--- src/hw/rtl/ssdf_pkg.sv ---
// shared constants and types for the suspension spring-damper force block
`timescale 1ns / 1ps
package ssdf_pkg;
	localparam int CfgIdxW = 3;
	localparam int CfgDataW = 32;

	localparam logic [CfgIdxW-1:0] REG_REST_LENGTH = 3'd0;
	localparam logic [CfgIdxW-1:0] REG_MAX_EXT = 3'd1;
	localparam logic [CfgIdxW-1:0] REG_MAX_COMP = 3'd2;
	localparam logic [CfgIdxW-1:0] REG_STIFFNESS = 3'd3;
	localparam logic [CfgIdxW-1:0] REG_DAMPING = 3'd4;
	localparam logic [CfgIdxW-1:0] REG_ANTI_SQUAT = 3'd5;
	localparam logic [CfgIdxW-1:0] REG_ANTI_DIVE = 3'd6;
	localparam logic [CfgIdxW-1:0] REG_CAMBER_RATE = 3'd7;

	localparam logic [30:0] MIN_STEP = 31'd66;
	localparam logic [16:0] NINE_TENTHS = 17'd58982;
	localparam logic signed [33:0] TENTH = 34'sd6554;
	localparam logic signed [65:0] S32_MAX = 66'sd2147483647;
	localparam logic signed [65:0] S32_MIN = -66'sd2147483648;

	// datapath operations issued by the controller
	localparam logic [3:0] OP_SETUP = 4'd0;
	localparam logic [3:0] OP_RATE_DIV = 4'd1;
	localparam logic [3:0] OP_RATIO_DIV = 4'd2;
	localparam logic [3:0] OP_THR = 4'd3;
	localparam logic [3:0] OP_SPRING = 4'd4;
	localparam logic [3:0] OP_DAMP = 4'd5;
	localparam logic [3:0] OP_BUMP = 4'd6;
	localparam logic [3:0] OP_BOOST1 = 4'd7;
	localparam logic [3:0] OP_BOOST2 = 4'd8;
	localparam logic [3:0] OP_CAMBER = 4'd9;
	localparam logic [3:0] OP_FINISH = 4'd10;

	typedef struct packed {
		logic       go;
		logic [3:0] op;
	} ssdf_cmd_t;

	typedef struct packed {
		logic div_busy;
		logic grounded;
	} ssdf_status_t;

	typedef struct packed {
		logic [30:0] rest_len;
		logic [30:0] ext_lim;
		logic [30:0] comp_lim;
		logic [30:0] stiff_k;
		logic [30:0] damp_c;
		logic [30:0] squat_gain;
		logic [30:0] dive_gain;
		logic signed [31:0] camber_k;
	} ssdf_cfg_t;

	// signed Q16.16 product of exact operands, truncated toward zero, saturated
	function automatic logic signed [33:0] qsat(input logic signed [65:0] p);
		logic        neg;
		logic [65:0] mag;
		logic [65:0] sh;
		logic signed [65:0] r;
		neg = p[65];
		mag = neg ? 66'(-p) : 66'(p);
		sh = mag >> 16;
		r = neg ? 66'(-$signed(sh)) : $signed(sh);
		if (r > S32_MAX) r = S32_MAX;
		if (r < S32_MIN) r = S32_MIN;
		return 34'(r);
	endfunction
endpackage

--- src/hw/rtl/ssdf_ctrl.sv ---
// controller: sequences one item through the shared datapath units
`timescale 1ns / 1ps
module ssdf_ctrl (
	input  logic                   clk,
	input  logic                   arst_n,
	input  logic                   in_fire,
	input  logic                   out_free,
	input  ssdf_pkg::ssdf_status_t status,
	output ssdf_pkg::ssdf_cmd_t    cmd,
	output logic                   busy,
	output logic                   done
);
	import ssdf_pkg::*;

	localparam logic [3:0] S_IDLE = 4'd0;
	localparam logic [3:0] S_SETUP = 4'd1;
	localparam logic [3:0] S_RDIV = 4'd2;
	localparam logic [3:0] S_RWAIT = 4'd3;
	localparam logic [3:0] S_CDIV = 4'd4;
	localparam logic [3:0] S_CWAIT = 4'd5;
	localparam logic [3:0] S_MATH = 4'd6;
	localparam logic [3:0] S_OUT = 4'd7;

	logic [3:0] state_q;
	logic [3:0] op_q;

	assign busy = (state_q != S_IDLE);
	assign done = (state_q == S_OUT) && out_free;

	always_comb begin
		cmd.go = 1'b0;
		cmd.op = OP_SETUP;
		case (state_q)
			S_SETUP: begin cmd.go = 1'b1; cmd.op = OP_SETUP; end
			S_RDIV: begin cmd.go = 1'b1; cmd.op = OP_RATE_DIV; end
			S_CDIV: begin cmd.go = 1'b1; cmd.op = OP_RATIO_DIV; end
			S_MATH: begin cmd.go = 1'b1; cmd.op = op_q; end
			S_OUT: begin cmd.go = done; cmd.op = OP_FINISH; end
			default: ;
		endcase
	end

	always_ff @(posedge clk or negedge arst_n) begin
		if (!arst_n) begin
			state_q <= S_IDLE;
			op_q <= OP_THR;
		end else begin
			case (state_q)
				S_IDLE: if (in_fire) state_q <= S_SETUP;
				S_SETUP: state_q <= S_RDIV;
				S_RDIV: state_q <= S_RWAIT;
				S_RWAIT: if (!status.div_busy) state_q <= S_CDIV;
				S_CDIV: state_q <= S_CWAIT;
				S_CWAIT: if (!status.div_busy) begin
					state_q <= S_MATH;
					op_q <= OP_THR;
				end
				S_MATH: begin
					if (!status.grounded || op_q == OP_CAMBER) state_q <= S_OUT;
					else op_q <= op_q + 4'd1;
				end
				S_OUT: if (out_free) state_q <= S_IDLE;
				default: state_q <= S_IDLE;
			endcase
		end
	end

`ifndef ASSERT_OFF
	a_no_div_in_math: assert property (@(posedge clk) disable iff (!arst_n)
		state_q == S_MATH |-> !status.div_busy) else $error("divider busy in math");
	a_done_idle: assert property (@(posedge clk) disable iff (!arst_n)
		done |=> state_q == S_IDLE) else $error("done did not return idle");
	a_start_setup: assert property (@(posedge clk) disable iff (!arst_n)
		state_q == S_IDLE && in_fire |=> state_q == S_SETUP) else $error("no setup");
`endif
endmodule

--- config.mk ---
export PLATFORM = sky130hd
export DESIGN_NAME = ssdf_ctrl
export DESIGN_NICKNAME = d
export VERILOG_FILES = /design/src/hw/rtl/ssdf_pkg.sv /design/src/hw/rtl/ssdf_ctrl.sv
export SDC_FILE = /design/constraint.sdc
export NUM_CORES = 1
export LEC_CHECK = 0
export BUFFER_PORTS_ARGS = -buffer_cell sky130_fd_sc_hd__buf_2
export CORE_AREA = 2 2 39 41
export DETAILED_ROUTE_END_ITERATION = 6
export DIE_AREA = 0 0 41 43
export GPL_TIMING_DRIVEN = 0
export SLEW_MARGIN = 0
export SYNTH_ARGS = -nofsm -noshare
export SYNTH_HDL_FRONTEND = slang
export SYNTH_SLANG_ARGS = --single-unit
--- constraint.sdc ---
create_clock -name clk -period 1.7 [get_ports clk]
set_input_delay 0.17 -clock clk [delete_from_list [all_inputs] [get_ports clk]]
set_output_delay 0.17 -clock clk [all_outputs]
set_load 0.01 [all_outputs]
# [After elaboration in Yosys (flattened, before gate mapping)]
# Cells that the tools add are included.
[word_totals] regBits=8 in_bits=6 out_inout_bits=7 elab_cells=35
[op_classes] n_addsub=1 n_eq_ne=14 muxes=10 n_reduce_logical=8
[op_table] operator="$pmux W4 S8" count=1
[op_table] operator="$mux W4" count=7
[op_table] operator="$pmux W5 S5" count=1
[op_table] operator="$eq A4 B3 Y1 const B" count=4
[op_table] operator="$ne A2 B2 Y1 const B" count=6
[op_table] operator="$eq A4 B2 Y1 const B" count=2
[op_table] operator="$pmux W4 S2" count=1
[op_table] operator="$reduce_and A5 Y1" count=1
[op_table] operator="$add A4 B1 Y4 const B" count=1
[op_table] operator="$eq A4 B1 Y1 const B" count=1
[op_table] operator="$eq A4 B4 Y1 const B" count=1
[op_table] operator="$logic_not A4 Y1" count=1
[op_table] operator="$reduce_bool A4 Y1" count=1
[op_table] operator="$reduce_and A3 Y1" count=1
[op_table] operator="$reduce_bool A2 Y1" count=1
[op_table] operator="$logic_and A1 B1 Y1" count=1
[op_table] operator="$logic_not A1 Y1" count=1
[op_table] operator="$logic_or A1 B1 Y1" count=1

# [Logic depth before layout (Yosys ltp)]
# Gate-level depths: netlist of run 1.
[depth] ltp_word=4 depth_mapped=5 ltp_nobuf=5

# [Worst setup path after synthesis of run 1]
# OpenSTA, ideal clock, no wires.
[synth_timing] path_kind="register to register" from="reg op_q[1]" to="reg op_q[0]" setup_time_ns=0.075 arrival_ns=1.227 required_ns=1.625 slack_ns=0.398 path_stages_with_launch=5 path_buffers=0 period_less_slack_ns=1.302 cell_sequence="dfstp_2 -> inv_1 -> ha_1 -> a31oi_2 -> mux2i_1"
[synth_between] elab_chain_cells=4
[synth_lines] element="start, declared" line="ssdf_ctrl.sv:25" text="logic [3:0] op_q;"
[synth_lines] element="start signal, assigned" line="ssdf_ctrl.sv:60" text="else op_q <= op_q + 4'd1;"
[synth_lines] element="$eq A4 B4 Y1" line="ssdf_ctrl.sv:59" text="if (!status.grounded || op_q == OP_CAMBER) state_q <= S_OUT;"
[synth_lines] element="$logic_or A1 B1 Y1" line="ssdf_ctrl.sv:59"
[synth_lines] element="$ne A2 B2 Y1 (no line)"
[synth_lines] element="$reduce_and A3 Y1 (no line)"
# Every way passes these cells.
# A chain may end at the register's enable or synchronous reset.

==> impl_metrics.ini, run 1 <==
[status]
outcome = completed

[detailed_routing]
via_per_inst = 5.453
routed-via-count = 518
drt-initial-drc-count = 11
totalWireLength_um = 1214
drtAntennaViolNets = 0
firstDrtPassIters = 3
drcViolationCount = 0
routedWlPerCell_um = 12.78

[final_layout]
finish.net_count = 88
final_util_pct = 47.83
stdcell_count = 95
final_common_cell = buf_2
antenna_cells = 0
syn_to_final_growth_pct = 24.76
final_cell_mix = buf_2 (12), nand2_1 (7), nor2_1 (7)
final_area_um2 = 661.9
drive_above_1_share_pct = 29.11

[timing]
fmax_mhz = 614.4
relSlewSlack_pct = 83.45
layout_setup_ws_ns = 0.07231
min_period_ns = 1.628
hold-worst-slack_ns = 0.2422
rsz0062_at_grt = no
hold_viol_final = 0
slew_violations = 0
setup_tns_ns = 0
min_period_over_period_pct = 95.75
finalSetupViolCount = 0
skew_ns = 0.005231
tightest_slew_ns = 0.2444

[cts]
cts-root-buf = clkbuf_4
h-tree-depth = 1
cts_resized = 0
numCtsBuffers = 3
cts.sinks = 7
clkLatencyLatePin_ns = 0.26
clockBufferDepth = 2
cts_tree = built
clk_pin_slew_worst_paths_ns = 0.06

[placed_design]
io_buffers = 12
place_inst = 88
place.gp.congestion = 0.7216
placed_cell_area_um2 = 610.6
place_ws_ns = 0.3029
hpwl_um = 905.3

[floorplan]
fp.dieW_um = 41
coreArea_um2 = 1384
die_h_um = 43
ioPinCount = 13
start_util_pct = 38.34
die_area_um2 = 1763
std_cell_rows = 14

[power]
power.share.sequential_pct = 28.9
share_comb_of_total_power_pct = 58.3
p_sw_mw = 0.5530
p_sw_share_pct = 43.99
power.internal_mw = 0.7041
p_leak_nw = 0.3061
irDropWorstVdd_uv = 685.4
report.power.total_mw = 1.257
power_density_nw_per_um2 = 1899
clock_power_share_pct = 12.9

[synth]
synth_cells = 60
ys_seq_area_share_pct = 33.49
synth_top_area_share_pct = 23.58
syn_nets = 68
synth_cell_types = 35
syn-cell-area_um2 = 530.5
synth_area_leader_cell = dfrtp_1
yosys_warnings = 0
synth_area_leaders = dfrtp_1 (24%), dfstp_2 (9.9%), nand2_1 (5.0%)
ys_ff_latch = 7
synth_area_per_cell_um2 = 8.842

[grt]
antenna_found_initial = 0
grt_pass1_wl_um = 2145
gr-total-overflow = 0
grt_pass1_vias = 509
grt_max_degree = 11
grt.total_usage_pct = 17.78

[setup_path]
crit_path_end_kind = output pin
start_kind = flip-flop
cp.arrival_ns = 1.46
path_max_fanout = 10
required_ns = 1.53
timing_worst_setup_path_type = reg2out

[job]
max-cap-violations = 0

[worst_hold_path]
worstHoldPathType = in2reg
[registers in the layout (all words and copies together) (netlist names)]
register and flops:
op_q 4, state_q 3
[power by group through the flow]
stage	Combinational, mW	Clock [mW]	Sequential, mW
after floorplan	0.521	0	0.342
after global placement	0.682	0	0.370
after detailed placement	0.689	0	0.373
after CTS	0.696	0.162	0.371
after global routing	0.832	0.173	0.381
final	0.732	0.162	0.363
[area by class of cell]
class | instances | area (um2)
plain buffers | 3 | 22.52
multi-input cells | 47 | 319.1
fillers | 147 | 721.9
flip-flops and latches | 7 | 177.7
inverters | 3 | 11.26
repair buffers | 15 | 85.08
clock buffers | 4 | 26.28
well taps | 16 | 20.02
[worst max-delay path, cell delays in order (launching register included)]
cell     delay, ns
dfrtp_1       0.38
buf_4         0.17
nor2b_1       0.16
a221o_1       0.35
buf_2         0.14
[metal layers]
| layer | part of all wire, % | global-route usage, % |
|---|---|---|
| met5 | 0 | 0 |
| met4 | 1.7 | 10.00 |
| met3 | 4.9 | 4.188 |
| met2 | 44 | 24.38 |
| met1 | 49 | 24.59 |
[worst paths after layout]
check / startpoint / end / slack (ns) / depth (start not counted)
worst min-delay path: status[1] / state_q[2] / 0.24 / 3
min in group asynchronous: arst_n / op_q[2] / 0.27 / 2
worst min register to register: op_q[1] / op_q[1] / 0.57 / 2
worst max-delay path: state_q[0] / cmd[4] / 0.07 / 4
worst max register to register: op_q[1] / op_q[1] / 0.29 / 4
max in group asynchronous: arst_n / op_q[1] / 1.19 / 2
[Yosys cell counts]
cell type and instances:
a211oi_1 1, a21oi_1 1, a221o_1 1, a22o_1 1, a31oi_2 1, a32o_1 1
a41oi_1 1, and2_1 1, and2b_1 1, and4b_1 1, and4bb_1 1, buf_4 3
dfrtp_1 5, dfstp_2 2, ha_1 2, inv_1 3, mux2i_1 2, nand2_1 7
nand2b_1 1, nand3_1 3, nand4_1 1, nand4b_1 1, nand4bb_1 1, nor2_1 7
nor2b_1 1, nor3_1 1, o2111ai_1 1, o211a_1 1, o21a_1 1, o21ai_0 1
o21ai_1 1, o22ai_1 1, o311ai_1 1, or2_0 1, or3_1 1
[logic make-up after synthesis]
group                      count (synthesis)  share of synthesized area [%]
muxes                                      2                          3.774
buffers and inverters                      6                          6.367
adders and majority gates                  2                          4.716
AOI/OAI and AO/OA                         14                          21.46
DFF                                        7                          33.49
and+or+nand+nor                           29                          30.19
[timing repair]
action,in CTS,in global routing
hold endpoints to repair,7,0
buffers inserted,0,2
setup endpoints to repair,0,1
hold buffers,1,0
Note: power is estimated with default switching activity, not from simulation.
==> inputs of run 2 (changes only) <==
--- a/config.mk
+++ b/config.mk
@@ -10,6 +10,7 @@
 export DETAILED_ROUTE_END_ITERATION = 6
 export DIE_AREA = 0 0 41 43
 export GPL_TIMING_DRIVEN = 0
+export PLACE_DENSITY = 0.58
 export SLEW_MARGIN = 0
 export SYNTH_ARGS = -nofsm -noshare
 export SYNTH_HDL_FRONTEND = slang
==> constraint.sdc (replaced) <==
create_clock -name clk -period 1.5 [get_ports clk]
set_input_delay 0.15 -clock clk [delete_from_list [all_inputs] [get_ports clk]]
set_output_delay 0.15 -clock clk [all_outputs]
set_load 0.01 [all_outputs]
==> impl_metrics.ini, run 2 (same netlist as run 1, synthesis figures left out) <==
[setup_path]
path_max_fanout = 3
worst-path-buf-inv = 2
crit_path_end_kind = output pin
timing_worst_setup_path_type = reg2out
required_ns = 1.35
cp_cell_sequence = buf_6, nor2b_4, a221o_1, buf_2
cp.arrival_ns = 1.36
slowest_delay_ns = 0.40
start_kind = flip-flop
crit_family = flip-flops
cp_slowest_cell = dfrtp_1

[power]
p_leak_nw = 0.3684
irDropWorstVdd_uv = 863.8
power_density_nw_per_um2 = 2221

[floorplan]
die_area_um2 = 1763
start_util_pct = 38.34
fp.dieW_um = 41
ioPinCount = 13
coreArea_um2 = 1384
std_cell_rows = 14
die_h_um = 43

[final_layout]
largest_reg_flops = 4
syn_to_final_growth_pct = 48.35
stdcell_count = 105
seq_area_um2 = 177.7
max_flop_register = op_q
final_common_cell = buf_2
multi_input_area_um2 = 354.1
finish.net_count = 98
final_cell_mix = buf_2 (12), buf_4 (11), nor2_1 (7)
reg.largest.list = op_q x4, state_q x3
nFillCells = 129
antenna_cells = 0
final_area_um2 = 787.0
drive_above_1_share_pct = 44.94

[placed_design]
hpwl_um = 895
placed_cell_area_um2 = 610.6
place.gp.congestion = 0.7824
place_ws_ns = 0.09176
place_inst = 88
io_buffers = 12

[timing]
skew_ns = 0.007474
layout_setup_ws_ns = -0.005396
rsz0062_at_grt = yes
min_period_over_period_pct = 100.4
tightest_slew_ns = 0.2495
fmax_mhz = 664.3
min_period_ns = 1.505
relSlewSlack_pct = 83.37
setup_tns_ns = -0.009901
slew_violations = 0
hold_viol_final = 0
hold-worst-slack_ns = 0.2370
finalSetupViolCount = 2

[grt]
grt_max_degree = 11
antenna_found_initial = 0
grt_pass1_wl_um = 2283
grt_pass1_vias = 511
grt.total_usage_pct = 18.89
gr-total-overflow = 0

[detailed_routing]
via_per_inst = 5.362
totalWireLength_um = 1429
drcViolationCount = 0
firstDrtPassIters = 4
drtAntennaViolNets = 0
routedWlPerCell_um = 13.61
drt-initial-drc-count = 10
routed-via-count = 563

[cts]
h-tree-depth = 1
clockBufferDepth = 2
clkLatencyLatePin_ns = 0.26
cts.sinks = 7
clk_pin_slew_worst_paths_ns = 0.06
cts_tree = built
cts-root-buf = clkbuf_4
numCtsBuffers = 3

[job]
max-cap-violations = 0

[status]
outcome = finished with violations
violations = negative setup slack

[worst_hold_path]
worstHoldPathType = in2reg
==> run 2: tightest hold or removal path: cells and delay by family <==
| family | cells | cell delay, ns |
|---|---|---|
| buffers and inverters | 1 | 0.08 |
| AO/OA/AOI/OAI | 1 | 0.13 |
| AND/OR/NAND/NOR | 2 | 0.10 |
==> run 2: per-stage QoR <==
stage / total power, mW / util, %
final: 1.748 / 56.87
after global routing: 1.900 / 56.87
after CTS: 1.573 / 51.81
after detailed placement: 1.196 / 44.12
after global placement: 1.190 / 44.12
after floorplan: 0.9780 / -
==> run 2: power breakdown <==
part	total, mW	switching [mW]	internal (mW)
combinational	1.15	0.528	0.621
clock	0.179	0.0773	0.102
sequential	0.419	0.121	0.298
==> run 2: worst paths after layout <==
kind / depth (start not counted) / from / slack, ns / end
hold / removal: 4 / in_fire / 0.24 / state_q[0]
setup / recovery: 4 / state_q[0] / -0.005 / cmd[4]
setup reg to reg: 5 / op_q[1] / 0.09 / state_q[0]
max in group asynchronous: 2 / arst_n / 1.00 / op_q[0]
min in group asynchronous: 2 / arst_n / 0.25 / state_q[2]
hold reg to reg: 2 / op_q[1] / 0.56 / op_q[1]
==> run 2: final cells by class <==
type,count,area share (%)
multi-input combinational,47,44.99
inverter,3,1.431
tap,16,2.544
clock buffer,4,3.339
sequential,7,22.58
timing repair buffer,25,20.83
buffer,3,4.293
==> run 2: what timing repair did <==
item,in CTS,in global routing
pin swaps,3,3
hold endpoints to repair,7,0
buffers inserted,6,6
endpoints found under the setup margin,2,6
hold buffers,1,0
gates resized for setup,8,6
==> run 2: routing by layer <==
layer / wire length, um / share of wire [%] / track usage [%]
met4: 27 / 1.9 / 8.000
met5: 0 / 0 / 0
met3: 67 / 4.7 / 5.236
met1: 677 / 47 / 26.56
met2: 656 / 46 / 26.25
